<file path="src/hdl/cnc_pkg.sv">
// shared types and constants for the counter to nanoseconds converter
// no dependencies; compiled first

package cnc_pkg;

	// conversion constants
	localparam logic [62:0] NS_PER_SEC       = 63'd1000000000;
	localparam logic [11:0] MAX_CONV_SECONDS = 12'd3600;
	localparam logic [5:0]  MAX_SHIFT        = 6'd32;
	localparam logic [31:0] RATE_RESET       = 32'd24000000;

	// calibration divider: 63-bit dividend, one quotient bit per cycle
	localparam int DIV_W     = 63;
	localparam int DIV_CNT_W = $clog2(DIV_W);

	// configuration register indexes
	typedef enum logic [1:0] {
		CFG_RATE      = 2'd0,
		CFG_EPOCH_NS  = 2'd1,
		CFG_EPOCH_CYC = 2'd2
	} cfg_idx_t;

	// result of one calibration run
	typedef struct packed {
		logic        done;
		logic [31:0] mult;
		logic [5:0]  shift;
	} cal_res_t;

endpackage

</file>
<file path="src/hdl/cnc_if.sv">
// request channels of the counter to nanoseconds converter
// no dependencies

interface cnc_in_if;
	logic        valid;
	logic        ready;
	logic [63:0] counter_value;

	modport source (output valid, output counter_value, input ready);
	modport sink (input valid, input counter_value, output ready);
endinterface

interface cnc_out_if;
	logic        valid;
	logic        ready;
	logic [63:0] time_ns;
	logic [31:0] used_mult;
	logic [5:0]  used_shift;

	modport source (output valid, output time_ns, output used_mult, output used_shift,
		input ready);
	modport sink (input valid, input time_ns, input used_mult, input used_shift,
		output ready);
endinterface

</file>
<file path="src/hdl/cnc_cal.sv">
// mult/shift calibration: bit count of the range limit, then a restoring divider
// shared over the shift search; depends on cnc_pkg

module cnc_cal import cnc_pkg::*; (
	input  logic        clk,
	input  logic        arst_n,
	input  logic        start,
	input  logic [31:0] rate,
	output cal_res_t    res
);

	typedef enum logic [4:0] {
		C_IDLE  = 5'b00001,
		C_LIMIT = 5'b00010,
		C_LOAD  = 5'b00100,
		C_DIV   = 5'b01000,
		C_CHECK = 5'b10000
	} cal_state_t;

	cal_state_t           state_q;
	logic [31:0]          rate_q;
	logic [11:0]          t_q;
	logic [5:0]           limit_q;
	logic [5:0]           sh_q;
	logic [DIV_W-1:0]     div_q;
	logic [31:0]          rem_q;
	logic [DIV_CNT_W-1:0] cnt_q;
	logic                 done_q;
	logic [31:0]          mult_q;
	logic [5:0]           shift_q;

	logic [31:0]      rate_eff;
	logic [43:0]      t_full;
	logic [32:0]      rem_sh;
	logic [32:0]      rem_dif;
	logic             rem_ge;
	logic [DIV_W-1:0] load_val;
	logic             fits;

	// a zero rate counts as one; range limit source is (3600 * rate) >> 32
	assign rate_eff = (rate == '0) ? 32'd1 : rate;
	assign t_full   = 44'(MAX_CONV_SECONDS) * 44'(rate_eff);

	// one restoring division step
	assign rem_sh  = {rem_q, div_q[DIV_W-1]};
	assign rem_dif = rem_sh - {1'b0, rate_q};
	assign rem_ge  = (rem_sh >= {1'b0, rate_q});

	// dividend for the current shift: (1e9 << shift) + rate / 2
	assign load_val = (NS_PER_SEC << sh_q) + DIV_W'(rate_q[31:1]);

	// quotient fits the accuracy limit
	assign fits = ((div_q >> limit_q) == '0);

	// sequencer
	always_ff @(posedge clk or negedge arst_n) begin
		if (!arst_n) begin
			state_q <= C_IDLE;
			done_q  <= 1'b0;
			t_q     <= '0;
			limit_q <= '0;
			sh_q    <= '0;
			cnt_q   <= '0;
		end else begin
			done_q <= 1'b0;
			case (state_q)
				C_IDLE: begin
					if (start) begin
						t_q     <= t_full[43:32];
						limit_q <= MAX_SHIFT;
						sh_q    <= MAX_SHIFT;
						state_q <= C_LIMIT;
					end
				end
				C_LIMIT: begin
					if (t_q != '0) begin
						t_q     <= t_q >> 1;
						limit_q <= limit_q - 6'd1;
					end else begin
						state_q <= C_LOAD;
					end
				end
				C_LOAD: begin
					cnt_q   <= '0;
					state_q <= C_DIV;
				end
				C_DIV: begin
					cnt_q <= cnt_q + DIV_CNT_W'(1);
					if (cnt_q == DIV_CNT_W'(DIV_W - 1)) begin
						state_q <= C_CHECK;
					end
				end
				C_CHECK: begin
					if (fits || sh_q == 6'd1) begin
						done_q  <= 1'b1;
						state_q <= C_IDLE;
					end else begin
						sh_q    <= sh_q - 6'd1;
						state_q <= C_LOAD;
					end
				end
				default: state_q <= C_IDLE;
			endcase
		end
	end

	// datapath
	always_ff @(posedge clk) begin
		case (state_q)
			C_IDLE: begin
				if (start) begin
					rate_q <= rate_eff;
				end
			end
			C_LOAD: begin
				div_q <= load_val;
				rem_q <= '0;
			end
			C_DIV: begin
				div_q <= {div_q[DIV_W-2:0], rem_ge};
				rem_q <= rem_ge ? rem_dif[31:0] : rem_sh[31:0];
			end
			C_CHECK: begin
				if (fits || sh_q == 6'd1) begin
					mult_q  <= div_q[31:0];
					shift_q <= fits ? sh_q : 6'd0;
				end
			end
			default: ;
		endcase
	end

	assign res = '{done: done_q, mult: mult_q, shift: shift_q};

endmodule

</file>
<file path="src/hdl/counter_to_nanoseconds_converter.sv">
// Counter to nanoseconds converter.
// Input channel in_ch carries a raw 64-bit counter reading; output channel out_ch
// returns time_ns = (((counter - epoch_cycles) * mult) >> shift) + epoch_nanoseconds
// together with the mult and shift used. Both channels use valid/ready.
// Registers on the write port: counter_rate, epoch_nanoseconds, epoch_cycles.
// Once calibrated, an accepted request passes the states MLO, MHI, ACC, SHF and
// ADD to the output register; a new request is taken only back in IDLE. The 32x32
// multiplier is used twice per request and the 96-bit product passes an accumulate,
// a shift and an add stage. Calibration: while the stored mult is zero a request
// first runs the calibration unit: bit counting of the range limit, then for each
// tried shift one load, a division of the 63-bit dividend and a check.
// Reset clears the stored mult/shift, so the first request calibrates. Register
// writes after that do not recalibrate.
// A stalled receiver holds the result in the output register; one further request
// is accepted and processed meanwhile and waits in the final stage.
// Depends on cnc_pkg, cnc_if and cnc_cal.

module counter_to_nanoseconds_converter import cnc_pkg::*; (
	input  logic       clk,
	input  logic       arst_n,
	cnc_in_if.sink     in_ch,
	cnc_out_if.source  out_ch,
	input  logic       cfg_wen,
	input  logic [1:0] cfg_index,
	input  logic [63:0] cfg_data
);

	typedef enum logic [6:0] {
		T_IDLE = 7'b0000001,
		T_CAL  = 7'b0000010,
		T_MLO  = 7'b0000100,
		T_MHI  = 7'b0001000,
		T_ACC  = 7'b0010000,
		T_SHF  = 7'b0100000,
		T_ADD  = 7'b1000000
	} top_state_t;

	top_state_t  state_q;
	logic [31:0] rate_q;
	logic [63:0] epoch_ns_q;
	logic [63:0] epoch_cyc_q;
	logic [31:0] mult_q;
	logic [5:0]  shift_q;
	logic [63:0] cyc_q;
	logic [63:0] prod_q;
	logic [95:0] acc_q;
	logic [63:0] res_q;
	logic        out_valid_q;
	logic [63:0] out_time_q;
	logic [31:0] out_mult_q;
	logic [5:0]  out_shift_q;

	logic        in_take;
	logic        cal_start;
	cal_res_t    cal_res;
	logic [31:0] mul_a;
	logic [63:0] mul_p;
	logic [95:0] shifted;
	logic        out_load;

	assign in_ch.ready = (state_q == T_IDLE);
	assign in_take     = in_ch.valid && in_ch.ready;
	assign cal_start   = in_take && (mult_q == '0);

	// calibration unit
	cnc_cal u_cal (
		.clk   (clk),
		.arst_n(arst_n),
		.start (cal_start),
		.rate  (rate_q),
		.res   (cal_res)
	);

	// shared multiplier: low half of the cycle delta first, then high half
	assign mul_a   = (state_q == T_MLO) ? cyc_q[31:0] : cyc_q[63:32];
	assign mul_p   = 64'(mul_a) * 64'(mult_q);
	assign shifted = acc_q >> shift_q;

	assign out_load = (state_q == T_ADD) && (!out_valid_q || out_ch.ready);

	// configuration registers
	always_ff @(posedge clk or negedge arst_n) begin
		if (!arst_n) begin
			rate_q      <= RATE_RESET;
			epoch_ns_q  <= '0;
			epoch_cyc_q <= '0;
		end else if (cfg_wen) begin
			case (cfg_index)
				CFG_RATE:      rate_q      <= cfg_data[31:0];
				CFG_EPOCH_NS:  epoch_ns_q  <= cfg_data;
				CFG_EPOCH_CYC: epoch_cyc_q <= cfg_data;
				default: ;
			endcase
		end
	end

	// sequencer and stored mult/shift
	always_ff @(posedge clk or negedge arst_n) begin
		if (!arst_n) begin
			state_q <= T_IDLE;
			mult_q  <= '0;
			shift_q <= '0;
		end else begin
			case (state_q)
				T_IDLE: begin
					if (in_take) begin
						state_q <= cal_start ? T_CAL : T_MLO;
					end
				end
				T_CAL: begin
					if (cal_res.done) begin
						mult_q  <= cal_res.mult;
						shift_q <= cal_res.shift;
						state_q <= T_MLO;
					end
				end
				T_MLO: state_q <= T_MHI;
				T_MHI: state_q <= T_ACC;
				T_ACC: state_q <= T_SHF;
				T_SHF: state_q <= T_ADD;
				T_ADD: begin
					if (out_load) begin
						state_q <= T_IDLE;
					end
				end
				default: state_q <= T_IDLE;
			endcase
		end
	end

	// conversion datapath
	always_ff @(posedge clk) begin
		if (in_take) begin
			cyc_q <= in_ch.counter_value - epoch_cyc_q;
		end
		case (state_q)
			T_MLO: prod_q <= mul_p;
			T_MHI: begin
				acc_q  <= {32'd0, prod_q};
				prod_q <= mul_p;
			end
			T_ACC: acc_q <= {acc_q[95:32] + prod_q, acc_q[31:0]};
			T_SHF: res_q <= shifted[63:0];
			default: ;
		endcase
	end

	// output register
	always_ff @(posedge clk or negedge arst_n) begin
		if (!arst_n) begin
			out_valid_q <= 1'b0;
		end else if (out_load) begin
			out_valid_q <= 1'b1;
		end else if (out_ch.ready) begin
			out_valid_q <= 1'b0;
		end
	end

	always_ff @(posedge clk) begin
		if (out_load) begin
			out_time_q  <= res_q + epoch_ns_q;
			out_mult_q  <= mult_q;
			out_shift_q <= shift_q;
		end
	end

	assign out_ch.valid      = out_valid_q;
	assign out_ch.time_ns    = out_time_q;
	assign out_ch.used_mult  = out_mult_q;
	assign out_ch.used_shift = out_shift_q;

endmodule

</file>
<file path="src/flat_wrapper.sv">
// flat-port wrapper written by rule: the top's interface ports become plain ports
module counter_to_nanoseconds_converter_flat import cnc_pkg::*;
  (clk, arst_n, cfg_wen, cfg_index, cfg_data, in_ch_valid, in_ch_counter_value, in_ch_ready, out_ch_valid, out_ch_time_ns, out_ch_used_mult, out_ch_used_shift, out_ch_ready);
  cnc_in_if in_ch_i ();
  cnc_out_if out_ch_i ();
  input  logic clk;
  input  logic arst_n;
  input  logic cfg_wen;
  input  logic [1:0] cfg_index;
  input  logic [63:0] cfg_data;
  input wire logic [$bits(in_ch_i.valid)-1:0] in_ch_valid;
  input wire logic [$bits(in_ch_i.counter_value)-1:0] in_ch_counter_value;
  output wire logic [$bits(in_ch_i.ready)-1:0] in_ch_ready;
  output wire logic [$bits(out_ch_i.valid)-1:0] out_ch_valid;
  output wire logic [$bits(out_ch_i.time_ns)-1:0] out_ch_time_ns;
  output wire logic [$bits(out_ch_i.used_mult)-1:0] out_ch_used_mult;
  output wire logic [$bits(out_ch_i.used_shift)-1:0] out_ch_used_shift;
  input wire logic [$bits(out_ch_i.ready)-1:0] out_ch_ready;
  assign in_ch_i.valid = in_ch_valid;
  assign in_ch_i.counter_value = in_ch_counter_value;
  assign in_ch_ready = in_ch_i.ready;
  assign out_ch_valid = out_ch_i.valid;
  assign out_ch_time_ns = out_ch_i.time_ns;
  assign out_ch_used_mult = out_ch_i.used_mult;
  assign out_ch_used_shift = out_ch_i.used_shift;
  assign out_ch_i.ready = out_ch_ready;
  counter_to_nanoseconds_converter u_core (.clk(clk), .arst_n(arst_n), .in_ch(in_ch_i), .out_ch(out_ch_i), .cfg_wen(cfg_wen), .cfg_index(cfg_index), .cfg_data(cfg_data));
endmodule
</file>
<file path="config.mk">
export PLATFORM = sky130hd
export DESIGN_NAME = counter_to_nanoseconds_converter_flat
export DESIGN_NICKNAME = d
export VERILOG_FILES = /design/src/hdl/cnc_pkg.sv /design/src/hdl/cnc_if.sv /design/src/hdl/cnc_cal.sv /design/src/hdl/counter_to_nanoseconds_converter.sv /design/src/flat_wrapper.sv
export SDC_FILE = /design/constraint.sdc
export NUM_CORES = 2
export LEC_CHECK = 0
export ABC_AREA = 1
export ABC_CLOCK_PERIOD_IN_PS = 8300
export BUFFER_PORTS_ARGS = -buffer_cell sky130_fd_sc_hd__buf_2
export CORE_ASPECT_RATIO = 0.9
export CORE_MARGIN = 5
export CORE_UTILIZATION = 59
export CTS_CLUSTER_SIZE = 8
export DETAILED_ROUTE_END_ITERATION = 12
export GPL_TIMING_DRIVEN = 1
export PLACE_DENSITY = 0.78
export SLEW_MARGIN = 25
export SYNTH_ARGS = -nofsm -noshare
export SYNTH_HDL_FRONTEND = slang
export SYNTH_SLANG_ARGS = --single-unit
export TNS_END_PERCENT = 10
</file>
<file path="constraint.sdc">
create_clock -name clk -period 8.3 [get_ports clk]
set_input_delay 0.83 -clock clk [delete_from_list [all_inputs] [get_ports clk]]
set_output_delay 0.83 -clock clk [all_outputs]
set_load 0.02 [all_outputs]
</file>
# ---- After elaboration in Yosys (flattened, before gate mapping)
# Cells that the tools add are included.
dict set report totals {
  in_bits 135
  mem_count 0
  wordCells 122
  mem_bits_ro 0
  latch_bits 0
  out_inout_bits 104
  ramBits 0
  ff_bits 797
}
dict set report op_classes {
  n_lt_le_gt_ge 1
  shifts 3
  n_reduce_logical 28
  mux 29
  n_addsub 8
  multipliers 2
  bitwise_logic 1
  n_div 0
  n_eq_ne 24
}
# cell n
set op_table {}
lappend op_table {{$pmux 96 s2} 1}
lappend op_table {{$add 64x64->64} 2}
lappend op_table {{$pmux 63 s2} 1}
lappend op_table {{$mux 32} 3}
lappend op_table {{$shr 96x6->64} 1}
lappend op_table {{$logic_not 32->1} 2}
lappend op_table {{$mul 32x32->64} 1}
lappend op_table {{$pmux 32 s2} 1}
lappend op_table {{$sub 64x64->64} 1}
lappend op_table {{$add 63x31->63} 1}
lappend op_table {{$logic_not 63->1} 1}
lappend op_table {{$shl 30x6->63 const A} 1}
lappend op_table {{$shr 63x6->63} 1}
lappend op_table {{$pmux 7 s7} 1}
lappend op_table {{$mul 8x32->40 const A} 1}
lappend op_table {{$pmux 6 s2} 3}
lappend op_table {{$ge 33x32->1} 1}
lappend op_table {{$sub 32x32->32} 1}
lappend op_table {{$pmux 5 s5} 1}
lappend op_table {{$mux 12} 2}
lappend op_table {{$pmux 12 s2} 1}
lappend op_table {{$mux 7} 3}
lappend op_table {{$mux 6} 3}
lappend op_table {{$mux 5} 3}
lappend op_table {{32 further kinds} 59}

# ---- Longest topological paths before layout
dict set report depth {
  word_depth 6
  mapped_depth 38
  depth_no_buf 36
}

# ---- Hierarchy
# Synthesis repeated with hierarchy kept, for this count alone.
dict set report hier_totals {
  cells_unflattened 12967
  area_unflattened_um2 95089.9
}
# mod area_each_um2 cells_each seq_area_each_um2 instances
set by_module_without_submodules {}
lappend by_module_without_submodules {counter_to_nanoseconds_converter 75930.3 10271 16879.9 1}
lappend by_module_without_submodules {cnc_cal 19159.6 2696 5856.9 1}

# ---- Worst setup path before layout
# OpenSTA, ideal clock, no wires.
dict set report synth_path {
  path_kind {flip-flop to flip-flop}
  from {register u_core.state_q[6]}
  to {register u_core.prod_q[62] (data pin)}
  setup_time_ns 0.265
  slack_ns 0.386
  required_ns 8.035
  path_stages_with_launch 32
  path_buffers 2
  arrival_ns 7.649
  path_cell_list {dfrtp_1 > nor3_2 > nand2_1 > inv_1 > clkbuf_1 > or2_2 > o21ai_1 > inv_1 > clkbuf_1 > nand2_1 > fa_1 > inv_1 > fa_1 > inv_1 > fa_1 > inv_1 > fa_1 > fa_1 > fa_1 > fa_1 > inv_1 > fa_1 > inv_1 > ha_1 > nand2_1 > nor2_1 > inv_1 > nor4_1 > nand2_1 > o211ai_1 > a41oi_1 > xor2_1}
}
dict set report synth_via {
  elab_chain_cells 3
}
# element line
set synth_lines {}
lappend synth_lines {{from (decl)} counter_to_nanoseconds_converter.sv:38} ;# top_state_t state_q;
lappend synth_lines {{from (signal assigned)} counter_to_nanoseconds_converter.sv:107} ;# state_q <= cal_start ? T_CAL : T_MLO;
lappend synth_lines {{$eq 7x3->1} counter_to_nanoseconds_converter.sv:75} ;# assign mul_a = (state_q == T_MLO) ? cyc_q[31:0] : cyc_q[63:32];
lappend synth_lines {{$mux 32} counter_to_nanoseconds_converter.sv:75}
lappend synth_lines {{$mul 32x32->64} counter_to_nanoseconds_converter.sv:76} ;# assign mul_p = 64'(mul_a) * 64'(mult_q);
lappend synth_lines {{named net u_core.mul_p[62]} counter_to_nanoseconds_converter.sv:57} ;# logic [63:0] mul_p;
lappend synth_lines {{to (signal assigned)} counter_to_nanoseconds_converter.sv:137} ;# T_MLO: prod_q <= mul_p;
lappend synth_lines {{to (signal assigned)} counter_to_nanoseconds_converter.sv:140} ;# prod_q <= mul_p;
lappend synth_lines {{to (decl)} counter_to_nanoseconds_converter.sv:45} ;# logic [63:0] prod_q;
# The timed path passes the listed nets, and every way through them passes these cells.
# A chain may end at the register's enable or synchronous reset.

# ---- Worst setup path after layout
dict set report layout_path {
  from {register u_core.state_q[0]}
  to {register u_core.prod_q[46] (data pin)}
}
# Same word-level chain as after synthesis.

==> impl_metrics.tcl <==
set metrics [dict create \
    die-area_um2 160000 \
    synth_edf_count 555 \
    cp_data_required_time_ps 8810 \
    areaGrowthSynthToFinish_pct 12.6 \
    synth_top_area_cell "fa_1" \
    viasPerCell 6.03 \
    final-max-slew-violation-count 0 \
    place.detailed.hpwl_um 278000 \
    timing.final.crit_share_pct 99.1 \
    first_pass_grt_wire_length_um 502000 \
    clock_skew_ps 89.8 \
    antenna_left 0 \
    cp_max_fo 7 \
    post-route-drc-count 0 \
    die_width_um 421 \
    postLayoutSetupSlackWorst_ps 72.2 \
    synth-main-ff-cell "edfxtp_1" \
    critical_path.slowest_cell "fa_2" \
    synth.avg_cell_area_um2 7.92 \
    io_buffers 238 \
    worst_path_dominant_cell_family "adder cells" \
    clk_root_buffer_cell "clkbuf_16" \
    cts-root-to-sink-buffers 3 \
    crit_top_cell "fa_1" \
    io-pin-count 239 \
    fin_total_pwr_mw 21.0 \
    run_status "completed" \
    share_of_cells_above_drive_strength_1_pct 10.4 \
    initial_core_util_pct 59.5 \
    netlist_top_cells_area "fa_1 (21%), edfxtp_1 (19%), nand2_1 (9.5%)" \
    final_net_count 13500 \
    worstHoldPathType "in -> async" \
    post_synth_instance_area_um2 89600 \
    max_stage_delay_ps 680 \
    synth.ff_latch_count 797 \
    post_synth_inst_count 11300 \
    finalSetupViolations 0 \
    synth.distinct_cells 66 \
    firstDrtPassIters 7 \
    total_cts_buffers 113 \
    end_kind "flip-flop" \
    antenna_found_initial 30 \
    timing_worst_setup_path_type "reg -> reg" \
    path_buf_inv 14 \
    dpl_worst_slack_ps -348 \
    clock_sink_count 797 \
    synth.yosys.warnings 0 \
    max-vdd-ir-drop_uv 327 \
    maxClockFrequency_mhz 122 \
    placeableCoreArea_um2 151000 \
    syn_nets 13000 \
    fin_setup_tns_ps 0 \
    worstMarginPinSlew_ps 1200 \
    synth_commonest_cells "nand2_1 (2257), inv_1 (1902), nor2_1 (1342), fa_1 (956), o21ai_0 (781)" \
    via_count_of_the_first_global_routing_pass 80500 \
    worstPathArrival_ps 8740 \
    grt_setup_unrepaired "true" \
    power_density_nw_per_um2 208 \
    clock_latency_ps 800 \
    routed_wl_um 345000 \
    maxSlewHeadroom_pct 20.0 \
    timing.final.crit_period_ps 8230 \
    grtUsageTotal_pct 42.1 \
    grt_max_degree 129 \
    worst_setup_hold_path_clk_slew_ps 70 \
    dr_total_vias 83400 \
    placer_s_final_routability_congestion_estimate 1.09 \
    ys_async_sr_fraction_pct 30.4 \
    cp-start-kind "flip-flop" \
    drt-initial-drc-count 10800 \
    final-hold-violation-count 0 \
    post_drt_wl_per_cell_um 24.9 \
    cts_h_tree_depth 3 \
    static-leakage-power_nw 48.6 \
    grt_overflow 0 \
    post-synth-top-area-fraction_pct 21.4 \
    tritoncts "done" \
    chipHeight_um 380 \
    timing.max_cap.violations 0 \
    worst_hold_slack_ps 59.8 \
    final-instance-count-excl-fill 13800 \
    numPlacedInstances 13500 \
    yosysMostFrequentCell "nand2_1" \
    placement_rows 135 \
    yosysSeqAreaShare_pct 25.4 \
]
repair_timing:
item,in CTS,in global routing
endpoints found under the hold margin,0,0
pin swaps,1,82
endpoints found under the setup margin,35,40
gates resized for setup,19,260
setup buffers,1,85
cloned,0,6
hold buffers,0,0
through the flow:
step | util [%] | cell area [um^2]
finish | 67.0 | 101000
global route | 67.0 | 101000
CTS | 65.6 | 98900
detailed placement | 63.3 | 95300
global placement | 63.3 | 95300
floorplan | - | 89600
report_power, final:
part           total [mW]  internal (mW)  switching [mW]
clock                4.59           2.68            1.91
combinational        10.7           3.65            7.06
sequential           5.70           5.01           0.694
total                21.0           11.3            9.67
layout by cell type (no fill, tap or decap), types with 69 or more instances in the layout:
cell,instances
fa_1,930
a21oi_1,591
buf_2,237
a31oi_1,96
nor2_1,1318
o21ai_0,752
clkbuf_16,119
inv_1,1870
mux2i_1,69
buf_4,447
xnor2_1,101
dfrtp_1,224
edfxtp_1,555
xor2_1,164
clkbuf_1,76
nand3_1,505
ha_1,606
nand2_1,2237
logic make-up after synthesis:
kind of cell	synth area share, %
compound gates	11.3
xor+xnor	2.61
buf+inv	10.2
flops	25.4
simple gates	19.6
mux	0.771
fa+ha+maj	30.1
layer usage:
layer  GRT usage, %  wire length [um]
met2           61.0            146000
met3           12.7             44600
met4           22.6             23200
met1           56.8            132000
met5         0.0924               116
layout make-up:
class | count | area, um^2
antenna | 21 | 52.6
clock buffer | 196 | 3220
clock inverter | 10 | 246
fill | 12500 | 49700
inverter | 1949 | 7370
multi-input combinational | 8109 | 58700
sequential | 797 | 22700
tap | 1986 | 2480
timing repair buffer | 771 | 6110
registers in the layout, summed over array words and instances, names as in the netlist, 5 cells and up:
| signal | count |
|---|---|
| u_core.u_cal.t_q | 12 |
| u_core.u_cal.mult_q | 32 |
| u_core.u_cal.rem_q | 32 |
| u_core.u_cal.cnt_q | 6 |
| u_core.u_cal.sh_q | 6 |
| u_core.u_cal.rate_q | 32 |
| u_core.u_cal.shift_q | 6 |
| u_core.prod_q | 64 |
| u_core.shift_q | 6 |
| u_core.u_cal.limit_q | 6 |
| u_core.u_cal.div_q | 63 |
| u_core.epoch_ns_q | 64 |
| u_core.out_ch.time_ns | 64 |
| u_core.state_q | 7 |
| u_core.out_ch.used_shift | 6 |
| u_core.cyc_q | 64 |
| u_core.acc_q | 96 |
| u_core.res_q | 64 |
| u_core.mult_q | 32 |
| u_core.rate_q | 32 |
| u_core.out_ch.used_mult | 32 |
| u_core.epoch_cyc_q | 64 |
| u_core.u_cal.state_q | 5 |
worst paths after layout:
kind	from	end	slack [ps]	cells past startpoint
worst max-delay path	u_core.state_q[0]$_DFFE_PN1P_	u_core.prod_q[46]$_DFFE_PP_	70	36
worst min-delay path	arst_n	u_core.u_cal.sh_q[1]$_DFFE_PN0P_	60	1
worst max register to register	u_core.state_q[0]$_DFFE_PN1P_	u_core.prod_q[46]$_DFFE_PP_	70	36
worst min register to register	u_core.epoch_cyc_q[6]$_DFFE_PN0P_	u_core.epoch_cyc_q[6]$_DFFE_PN0P_	480	2
max in group asynchronous	arst_n	u_core.shift_q[0]$_DFFE_PN0P_	6680	2
min in group clk	cfg_data[35]	u_core.epoch_cyc_q[35]$_DFFE_PN0P_	370	3
Power figures use the tool's default switching activity.
